File: config.mk
export PLATFORM = sky130hd
export DESIGN_NAME = pcts_cell
export DESIGN_NICKNAME = d
export VERILOG_FILES = /design/src/rtl/core/pcts_pkg.sv /design/src/rtl/core/pcts_cell.sv
export SDC_FILE = /design/constraint.sdc
export NUM_CORES = 1
export LEC_CHECK = 0
export BUFFER_PORTS_ARGS = -buffer_cell sky130_fd_sc_hd__buf_2
export CORE_MARGIN = 2
export CORE_UTILIZATION = 53
export CTS_CLUSTER_DIAMETER = 30
export DETAILED_ROUTE_END_ITERATION = 8
export GPL_TIMING_DRIVEN = 0
export PLACE_DENSITY_LB_ADDON = 0.25
export SYNTH_ARGS = -nofsm -noshare
export SYNTH_HDL_FRONTEND = slang
export SYNTH_SLANG_ARGS = --single-unit
File: constraint.sdc
create_clock -name clk -period 12.8 [get_ports clk]
set_input_delay 2.56 -clock clk [delete_from_list [all_inputs] [get_ports clk]]
set_output_delay 2.56 -clock clk [all_outputs]
set_load 0.05 [all_outputs]
File: src/rtl/core/pcts_pkg.sv
// Shared constants, types and state codes for the percentile selector.
package pcts_pkg;

  // Chain geometry
  localparam int NUM_CELLS = 64;
  localparam int IDX_W     = $clog2(NUM_CELLS);
  localparam int CNT_W     = $clog2(NUM_CELLS + 1);

  // Field widths
  localparam int SAMPLE_W = 32;
  localparam int PCT_W    = 14;
  localparam int PROD_W   = 20;   // holds PCT_FULL * NUM_CELLS plus one step

  localparam logic [PCT_W-1:0]  PCT_FULL   = 14'd10000;
  localparam logic [PCT_W-1:0]  PCT_RESET  = 14'd5000;
  localparam logic [PROD_W-1:0] RANK_STEP  = 20'd10000;
  localparam logic [CNT_W-1:0]  CNT_FULL   = CNT_W'(NUM_CELLS);
  localparam logic [IDX_W-1:0]  SETTLE_END = IDX_W'(NUM_CELLS - 1);

  // Sequencer states
  typedef enum logic [1:0] {
    ST_LOAD,
    ST_SETTLE,
    ST_SHIFT,
    ST_DONE
  } pcts_state_t;

  // Control broadcast to every cell
  typedef struct packed {
    logic clear;   // drop all stored samples
    logic shift;   // move every value one cell toward the head
  } cell_ctl_t;

endpackage

File: src/rtl/core/pcts_cell.sv
// One cell of the sorted chain: keeps the smaller value, hands the larger on.
module pcts_cell
  import pcts_pkg::*;
(
  input  logic                       clk,
  input  logic                       rst_n,
  input  cell_ctl_t                  ctl,
  input  logic                       ins_vld,
  input  logic signed [SAMPLE_W-1:0] ins_val,
  input  logic signed [SAMPLE_W-1:0] nbr_val,
  output logic signed [SAMPLE_W-1:0] val_o,
  output logic                       pass_vld_o,
  output logic signed [SAMPLE_W-1:0] pass_val_o
);

  logic                       vld_r;
  logic signed [SAMPLE_W-1:0] val_r;
  logic                       pass_vld_r;
  logic signed [SAMPLE_W-1:0] pass_val_r;
  logic                       ins_less;

  assign ins_less = ins_val < val_r;

  // Occupancy and forwarding control
  always_ff @(posedge clk) begin
    if (!rst_n || ctl.clear) begin
      vld_r      <= 1'b0;
      pass_vld_r <= 1'b0;
    end else begin
      pass_vld_r <= ins_vld && vld_r;
      if (ins_vld) begin
        vld_r <= 1'b1;
      end
    end
  end

  // Stored value and forwarded value
  always_ff @(posedge clk) begin
    if (ctl.shift) begin
      val_r <= nbr_val;
    end else if (ins_vld && (!vld_r || ins_less)) begin
      val_r <= ins_val;
    end
    pass_val_r <= ins_less ? val_r : ins_val;
  end

  assign val_o      = val_r;
  assign pass_vld_o = pass_vld_r;
  assign pass_val_o = pass_val_r;

endmodule

==> summary.md <==
| Metric | Value |
|---|---|
| Leak | `2.20 nW` |
| Synthesis Warnings | `0` |
| CTS tree | `built` |
| Post_cts resized | `0` |
| TritonCTS buffer count | `9` |
| Post-synth ARST share | `0%` |
| DR DRC count | `0` |
| RSZ-0062 raised after global routing | `no` |
| Commonest non-fill, non-tap cells in the layout | `buf_2, mux2_2, dfxtp_1` |
| Crit. Startpoint | `ins_val[2]` |
| WL/cell | `14.7 microns` |
| Worst-path clk slew | `0.06 ns` |
| Initial DRC Count | `36` |
| Nets | `502` |
| H-tree depth | `3` |
| Vias in the first global route | `2352` |
| Rel. slew slack | `54.5%` |
| # hold bufs at CTS | `0` |
| Worst vdd ir | `0.0000861 V` |
| Syn Nets | `358` |
| First-pass GRT wire length | `11.1 mm` |
| DRT antenna net count | `0` |
| Die area | `7090 sq um` |
| Synth Instances | `258` |
| EDFF count, synth | `32` |
| Cell area after synthesis | `3410 sq um` |
| Crit Path Max Fanout | `17` |
| Syn avg cell area | `13.2 sq um` |
| Root buffer cell | `clkbuf_8` |
| Gate power share | `38.4%` |
| Hold Slack | `0.532 ns` |
| Hold WC Path Type | `reg -> reg` |
| Number of buffers and inverters on the critical path | `3` |
| Internal power | `0.421 mW` |
| Achievable Freq | `191 MHz` |
| Clk buf depth | `2` |
| CTS sink count | `66` |
| Setup violators final | `0` |
| Hold path start | `val_o[23]$_DFFE_PP_` |
| I/O Buffers | `132` |
| P_sw | `0.257 mW` |
| Final Skew | `0.00701 ns` |
| Setup CP Type | `in -> reg` |
| Sequential area share after synthesis | `48.2%` |
| Main flop type after synthesis | `dfxtp_1` |
| Worst path cell trace | `buf_2 -> ha_1 -> a211o_1 -> a31oi_1 -> o221ai_2 -> a21oi_2 -> o211a_4 -> mux2i_4 -> buf_12 -> a31oi_4 -> buf_16` |
| Max-cap violations | `0` |
| Fin crit period | `5.22 ns` |
| CP endpoint kind | `register` |
| Final worst slack | `7.58 ns` |
| GRT Util Overall | `20.4%` |
| Most common cell after layout, fill and taps aside | `buf_2` |
| Final Slew Violations | `0` |
| Die height | `84.2 microns` |
| Die W | `84.2 microns` |
| Pre-Repair DR Iteration Count | `4` |
| Sw Ratio | `38.0%` |
| Least-Margin Pin Slew | `0.683 ns` |
| Largest net degree at the start of global routing | `18` |
| Post-place setup slack | `7.20 ns` |
| Post-DP HPWL | `5.57 mm` |
| CP max stage delay | `0.59 ns` |
| Status | `completed` |
| Power Total | `0.678 mW` |
| Critical path arrival | `5.27 ns` |
| CP max stage cell | `a31oi_4` |
| Post-CTS setup buffers | `0` |
| Critical path's top delay family | `compound AO/OA/AOI/OAI gates` |
| N_diodes | `0` |
| Via/cell ratio | `5.01` |
| Global route total overflow | `0` |
| I/O pin cnt | `134` |
| Core box area | `6280 sq um` |
| Worst EP required | `12.85 ns` |
| Initial core utilization | `54.3%` |
| Layout cell share with drive strength beyond 1 | `53.8%` |
| Synth Register Bits | `66` |
| Initial antenna violation count | `0` |
| Worst skew pair latency | `0.34 ns` |
| Yosys cell types | `32` |
| Final period utilization | `40.8%` |
| Vias post-DR | `2427` |
| Total wire length | `7.10 mm` |
| Worst R2R Start | `val_o[2]$_DFFE_PP_` |
| Clk pwr share | `22.5%` |
| Crit path launch type | `input port` |
| Rows | `29` |
| Flop pwr share | `39.1%` |
| Power Density | `155 nW/um^2` |
| Area Growth Syn to Fin | `28.3%` |
| GPL Wtd Cong | `0.814` |
| Fin. Hold Viols | `0` |
| TNS Setup | `0 ns` |
## final timing paths
path | slack [ns] | end | cells past startpoint
max | 7.58 | val_o[19]$_DFFE_PP_ | 11
min reg2reg | 0.53 | pass_val_o[23]$_DFF_P_ | 1
min | 0.53 | pass_val_o[23]$_DFF_P_ | 1
max reg2reg | 9.50 | val_o[19]$_DFFE_PP_ | 11
## power by group through the flow
stage               Sequential (mW)  Combinational [mW]  Clock, mW
detailed placement            0.270               0.262          0
global route                  0.269               0.274      0.165
global placement              0.269               0.256          0
floorplan                     0.375              0.0954          0
CTS                           0.266               0.263      0.155
finish                        0.265               0.260      0.153
## state kept, by name, indices dropped and copies added, names as in the netlist
name / cells
vld_r: 1
pass_val_o: 32
pass_vld_o: 1
val_o: 32
## layer usage
layer / global-route usage (%) / share of wire, % / up-vias / wire length [microns]
met1: 23.7 / 41 / 1124 / 2910
met5: 0 / 0 / - / 0
met2: 35.2 / 50 / 83 / 3580
met4: 8.94 / 1.8 / 0 / 125
met3: 5.60 / 6.9 / 11 / 493
li1: - / - / 1209 / -
## final cells by class
class	count	area (sq um)
Fill cell	483	1910
Sequential cell	66	1640
Multi-Input combinational cell	153	1590
Timing Repair Buffer	133	688
Clock buffer	13	149
Inverter	32	120
Tap cell	77	96.3
Buffer	7	75.1
Clock inverter	3	15.0
## kinds of logic (layout without fill, tap and decap cells)
group / count (synthesis) / count (layout) / share of synthesized area, %
compound gates: 30 / 30 / 5.80
fa+ha+maj: 31 / 31 / 11.4
buf+inv: 39 / 188 / 5.73
flops: 66 / 66 / 48.2
mux: 64 / 64 / 24.7
simple gates: 28 / 28 / 4.22
## metrics by stage
step	std cells	util, %	area, sq um
final	484	69.6	4370
after global routing	484	69.6	4370
after CTS	484	69.6	4370
after detailed placement	468	67.0	4210
after global placement	467	66.3	4160
after floorplan	258	-	3410
## Yosys cell counts, types with 2 or more instances
| cell | number | area share [%] |
|---|---|---|
| dfxtp_1 | 34 | 20 |
| mux2_2 | 34 | 11 |
| edfxtp_1 | 32 | 28 |
| inv_1 | 32 | 3.5 |
| ha_1 | 31 | 11 |
| mux2_4 | 29 | 13 |
| a21oi_1 | 14 | 2.1 |
| nand2_1 | 13 | 1.4 |
| nor2_1 | 5 | 0.55 |
| clkbuf_1 | 4 | 0.44 |
| o21ai_0 | 4 | 0.59 |
| buf_12 | 3 | 1.8 |
| a21o_1 | 2 | 0.44 |
| a31oi_1 | 2 | 0.37 |
| and4_1 | 2 | 0.51 |
## worst reg2reg max path, cell delays in order, from the launching register on
cell      delay (ns)
edfxtp_1        0.41
inv_1           0.07
ha_1            0.23
a211o_1         0.29
a31oi_1         0.20
o221ai_2        0.15
a21oi_2         0.24
o211a_4         0.22
mux2i_4         0.14
buf_12          0.20
a31oi_4         0.59
buf_16          0.24
(Power assumes the default switching activity.)
