[config.mk]
export PLATFORM = sky130hd
export DESIGN_NAME = pcts_ctrl
export DESIGN_NICKNAME = d
export VERILOG_FILES = /design/src/rtl/core/pcts_pkg.sv /design/src/rtl/core/pcts_ctrl.sv
export SDC_FILE = /design/constraint.sdc
export NUM_CORES = 1
export LEC_CHECK = 0
export BUFFER_PORTS_ARGS = -buffer_cell sky130_fd_sc_hd__buf_4
export CELL_PAD_IN_SITES_DETAIL_PLACEMENT = 1
export CELL_PAD_IN_SITES_GLOBAL_PLACEMENT = 2
export CORE_AREA = 5 5 138 140
export CTS_BUF_LIST = sky130_fd_sc_hd__clkbuf_4 sky130_fd_sc_hd__clkbuf_8
export CTS_CLUSTER_DIAMETER = 40
export DETAILED_ROUTE_END_ITERATION = 8
export DIE_AREA = 0 0 143 145
export HOLD_SLACK_MARGIN = 0.02
export PLACE_DENSITY = 0.95
export SYNTH_ARGS = -nofsm -noshare
export SYNTH_HDL_FRONTEND = slang
export SYNTH_SLANG_ARGS = --single-unit
[constraint.sdc]
create_clock -name clk -period 11.7 [get_ports clk]
set_clock_uncertainty 0.15 [all_clocks]
set_input_delay 0.585 -clock clk [delete_from_list [all_inputs] [get_ports clk]]
set_output_delay 0.585 -clock clk [all_outputs]
set_load 0.01 [all_outputs]
[src/rtl/core/pcts_pkg.sv]
// Shared constants, types and state codes for the percentile selector.
package pcts_pkg;

  // Chain geometry
  localparam int NUM_CELLS = 64;
  localparam int IDX_W     = $clog2(NUM_CELLS);
  localparam int CNT_W     = $clog2(NUM_CELLS + 1);

  // Field widths
  localparam int SAMPLE_W = 32;
  localparam int PCT_W    = 14;
  localparam int PROD_W   = 20;   // holds PCT_FULL * NUM_CELLS plus one step

  localparam logic [PCT_W-1:0]  PCT_FULL   = 14'd10000;
  localparam logic [PCT_W-1:0]  PCT_RESET  = 14'd5000;
  localparam logic [PROD_W-1:0] RANK_STEP  = 20'd10000;
  localparam logic [CNT_W-1:0]  CNT_FULL   = CNT_W'(NUM_CELLS);
  localparam logic [IDX_W-1:0]  SETTLE_END = IDX_W'(NUM_CELLS - 1);

  // Sequencer states
  typedef enum logic [1:0] {
    ST_LOAD,
    ST_SETTLE,
    ST_SHIFT,
    ST_DONE
  } pcts_state_t;

  // Control broadcast to every cell
  typedef struct packed {
    logic clear;   // drop all stored samples
    logic shift;   // move every value one cell toward the head
  } cell_ctl_t;

endpackage

[src/rtl/core/pcts_ctrl.sv]
// Sequencer: set loading, rank search by shifting the chain, result register.
module pcts_ctrl
  import pcts_pkg::*;
(
  input  logic                       clk,
  input  logic                       rst_n,
  input  logic                       cfg_wr_en,
  input  logic [PCT_W-1:0]           cfg_wr_data,
  input  logic                       in_beat,
  input  logic                       in_last,
  output logic                       in_ready,
  output logic                       ins_vld,
  output cell_ctl_t                  ctl,
  input  logic signed [SAMPLE_W-1:0] head_val,
  output logic                       out_valid,
  input  logic                       out_ready,
  output logic signed [SAMPLE_W-1:0] out_selected,
  output logic                       out_status
);

  pcts_state_t state_r, state_nxt;

  logic [PCT_W-1:0]  pct_r;
  logic [CNT_W-1:0]  count_r, count_nxt;
  logic              ovf_r, ovf_nxt;
  logic [IDX_W-1:0]  timer_r;
  logic [PROD_W-1:0] prod_r;
  logic [PROD_W-1:0] acc_r;
  logic              out_valid_r;
  logic signed [SAMPLE_W-1:0] out_sel_r;
  logic              out_stat_r;

  logic              full;
  logic [CNT_W-1:0]  set_n;
  logic [PCT_W-1:0]  pct_sat;
  logic [PROD_W-1:0] prod_nxt;
  logic              rank_more;
  logic              out_free;

  assign full      = (count_r == CNT_FULL);
  assign set_n     = full ? count_r : count_r + 1'b1;
  assign pct_sat   = (pct_r > PCT_FULL) ? PCT_FULL : pct_r;
  assign prod_nxt  = PROD_W'(pct_sat) * PROD_W'(set_n);
  assign rank_more = acc_r < prod_r;
  assign out_free  = !out_valid_r || out_ready;

  // Next state
  always_comb begin
    state_nxt = state_r;
    unique case (state_r)
      ST_LOAD:   if (in_beat && in_last) state_nxt = ST_SETTLE;
      ST_SETTLE: if (timer_r == SETTLE_END) state_nxt = ST_SHIFT;
      ST_SHIFT:  if (!rank_more) state_nxt = ST_DONE;
      ST_DONE:   if (out_free) state_nxt = ST_LOAD;
      default:   state_nxt = ST_LOAD;
    endcase
  end

  // Outputs of the sequencer
  always_comb begin
    in_ready  = 1'b0;
    ins_vld   = 1'b0;
    ctl       = '0;
    count_nxt = count_r;
    ovf_nxt   = ovf_r;
    unique case (state_r)
      ST_LOAD: begin
        in_ready = 1'b1;
        if (in_beat) begin
          ins_vld   = !full;
          count_nxt = set_n;
          ovf_nxt   = ovf_r | full;
        end
      end
      ST_SETTLE: ;
      ST_SHIFT:  ctl.shift = rank_more;
      ST_DONE: begin
        if (out_free) begin
          ctl.clear = 1'b1;
          count_nxt = '0;
          ovf_nxt   = 1'b0;
        end
      end
      default: ;
    endcase
  end

  // Control registers
  always_ff @(posedge clk) begin
    if (!rst_n) begin
      state_r     <= ST_LOAD;
      pct_r       <= PCT_RESET;
      count_r     <= '0;
      ovf_r       <= 1'b0;
      timer_r     <= '0;
      out_valid_r <= 1'b0;
    end else begin
      state_r <= state_nxt;
      if (cfg_wr_en) begin
        pct_r <= cfg_wr_data;
      end
      count_r <= count_nxt;
      ovf_r   <= ovf_nxt;
      timer_r <= (state_r == ST_SETTLE) ? timer_r + 1'b1 : '0;
      if (state_r == ST_DONE && out_free) begin
        out_valid_r <= 1'b1;
      end else if (out_ready) begin
        out_valid_r <= 1'b0;
      end
    end
  end

  // Rank search and result payload
  always_ff @(posedge clk) begin
    if (state_r == ST_LOAD && in_beat && in_last) begin
      prod_r <= prod_nxt;
    end
    if (state_r == ST_SETTLE) begin
      acc_r <= RANK_STEP;
    end else if (state_r == ST_SHIFT && rank_more) begin
      acc_r <= acc_r + RANK_STEP;
    end
    if (state_r == ST_DONE && out_free) begin
      out_sel_r  <= head_val;
      out_stat_r <= ovf_r;
    end
  end

  assign out_valid    = out_valid_r;
  assign out_selected = out_sel_r;
  assign out_status   = out_stat_r;

endmodule

==> metrics.cfg <==
[status]
status = complete, no violations

[global_route]
grt_pass1_vias = 5830
grt_max_degree = 35
gr-total-overflow = 0
grt_first_pass_wirelength_um = 29900
grtUsageTotal_pct = 18.0
antenna_found_initial = 0

[power]
p_leak_uw = 0.00386
peakVddDrop_uv = 76.7
power_per_cell_area_nw_per_um2 = 142

[synthesis]
synth-edff-count = 53
synth-seq-cells = 100
postSynthCellCount = 713
synth.top_cell.area_share_pct = 22.0
synth_flop_cell = edfxtp_1
ys_top_cells_by_area = edfxtp_1, fa_1, dfxtp_1, ha_1, inv_1
ys_seq_area_share_pct = 35.0
yosys_warnings = 0
synth_cell_types = 57
synth_area_um2 = 7230
avgSynthCellArea_um2 = 10.1
synthArstFlopShare_pct = 0
yosysTopAreaCell = edfxtp_1
syn_nets = 884

[floorplan]
core_area_um2 = 17700
fp-row-count = 49
initial_utilization_pct = 40.8
io-pin-count = 90
die_area_um2 = 20700
die_h_um = 145
die_x_um = 143

[final_layout]
n_antenna_cell = 0
nets = 967
final_cell_mix = buf_4, inv_1, nor2_1, ha_1, fa_1
final_common_cell = buf_4
drive_gt1_share_pct = 15.9
syn2layout_area_growth_pct = 15.2

[worst_setup_path]
path_max_fanout = 29
cp.depth = 19
cpPeakStageDelay_ns = 0.55
reg2reg_setup_slack_ns = 5.54
critPathMostFrequentCell = fa_1
crit_path_start_kind = flop
r2r-start = pct_r[0]
critPathBufInv = 3
cp_data_arrival_time_ns = 6.17
cp.required_ns = 11.71
crit_start = pct_r[0]
timing_worst_setup_path_type = reg -> reg
r2r_end = prod_r[16]
crit_end = prod_r[16]
reg2regPathDepth = 19
path_cells = o41ai_1 -> a21oi_1 -> o31ai_2 -> buf_4 -> and2b_1 -> nor2_1 -> fa_1 -> fa_1 -> fa_1 -> inv_1 -> fa_1 -> inv_1 -> ha_1 -> a2111oi_0 -> o21ai_0 -> a41oi_2 -> o21bai_1 -> a221oi_2 -> xnor2_1
critPathCaptureType = flop
slowest_stage = fa_1
crit_family = adder cells

[timing]
relSlewSlack_pct = 36.4
slew_violations = 0
period_share_pct = 52.6
fmax_mhz = 162
worst_hold_slack_ns = 0.197
tns_ns = 0
hold_violations = 0
min_period_ns = 6.16
worst_pin_slew_ns = 0.947
finalSetupViolCount = 0
rsz0062_at_grt = false

[place]
gp_congestion = 0.873
dp_hpwl_um = 14600
port_buffers = 89

[clocking]
clk_latency_ns = 0.40
cts.clk_slew.worst_paths_ns = 0.12
cts_num_sinks = 100
ctsResizeCount = 0
post-cts-setup-buffers = 0
cts_tree = yes
root_buffer = clkbuf_8
clock_tree.buffer_depth = 2
cts_max_level = 3
holdBufCountCts = 0
cts_buffers = 9

[detailed_routing]
first_pass_iters = 4
drt_iter0_markers = 204
wl_per_cell_um = 17.4
drcViolationCount = 0
viasPerCell = 5.15
drt_wl_total_um = 18000
postRouteAntennaNets = 0
vias = 5307

[min_path]
min_path_type = in -> reg

[job]
maxCapViolCount = 0

## per-layer routing
metal	wire (um)	GRT usage [%]
met2	9650	32.5
met4	260	4.04
met1	7370	22.0
met3	682	3.46
met5	0	0
## sequential cells by signal, indices dropped and copies added, names as in the netlist
name,count
acc_r,16
count_r,7
out_selected,32
out_status,1
out_valid,1
ovf_r,1
pct_r,14
prod_r,20
state_r,2
timer_r,6
## cells in the mapped netlist (3+ instances only)
library cell	instances
clkbuf_1	15
inv_1	86
nand2b_1	13
fa_1	58
nand3_1	21
o21ai_0	10
a31oi_1	5
a21o_1	15
nand2_1	55
or2_2	3
xor2_1	10
nand4_1	7
buf_2	3
nor2b_1	31
o21a_1	3
nor2_1	71
xnor2_1	28
nor3_1	5
a211oi_1	5
and2_1	10
a31o_2	4
edfxtp_1	53
dfxtp_1	47
mux2i_1	18
a21oi_1	24
a22oi_1	5
and3_1	12
ha_1	61
## stage by stage
step | instance area [um2] | setup slack (ns) | utilization, % | instances | total power [uW]
2_1_floorplan | 7230 | 6.13 | - | 713 | 816
3_3_place_gp | 8130 | 5.75 | 45.9 | 1014 | 933
3_5_place_dp | 8130 | 5.54 | 45.9 | 1014 | 961
4_1_cts | 8330 | 5.52 | 47.0 | 1030 | 1200
5_1_grt | 8330 | 5.19 | 47.0 | 1030 | 1280
6_report | 8330 | 5.54 | 47.0 | 1030 | 1180
## final cells by class
class	count	area (um2)
fill	2018	9390
multi-input combinational	508	4310
sequential	100	2530
timing repair buffer	91	683
inverter	86	323
tap	229	287
clock buffer	9	124
clock inverter	7	78.8
## where the power goes
part / switching (uW) / internal [uW] / leakage [uW]
Combinational: 284 / 202 / 0.00289
Clock: 149 / 87.4 / 0.000105
Sequential: 32.9 / 426 / 0.000870
## logic make-up (layout without fill, tap and decap cells)
logic type / count (synthesis) / count (layout) / share of synthesized area, %
buffers and inverters: 105 / 193 / 5.52
xor gates and xnor gates: 39 / 39 / 4.83
muxes: 22 / 22 / 3.17
AOI/OAI and AO/OA: 89 / 89 / 8.77
adders and majority gates: 119 / 119 / 26.6
and+or+nand+nor: 239 / 239 / 16.1
DFF: 100 / 100 / 35.0
## worst min path at each step
stage | startpoint | end | slack, ns | cells after the start
floorplan | ovf_r | out_status | 0.26 | 0
global placement | ovf_r | out_status | 0.28 | 0
detailed placement | ovf_r | out_status | 0.28 | 0
CTS | head_val[3] | out_selected[3] | 0.18 | 1
global route | head_val[2] | out_selected[2] | 0.16 | 1
finish | head_val[3] | out_selected[3] | 0.20 | 1
No activity file was read; power rests on OpenSTA's default activity.
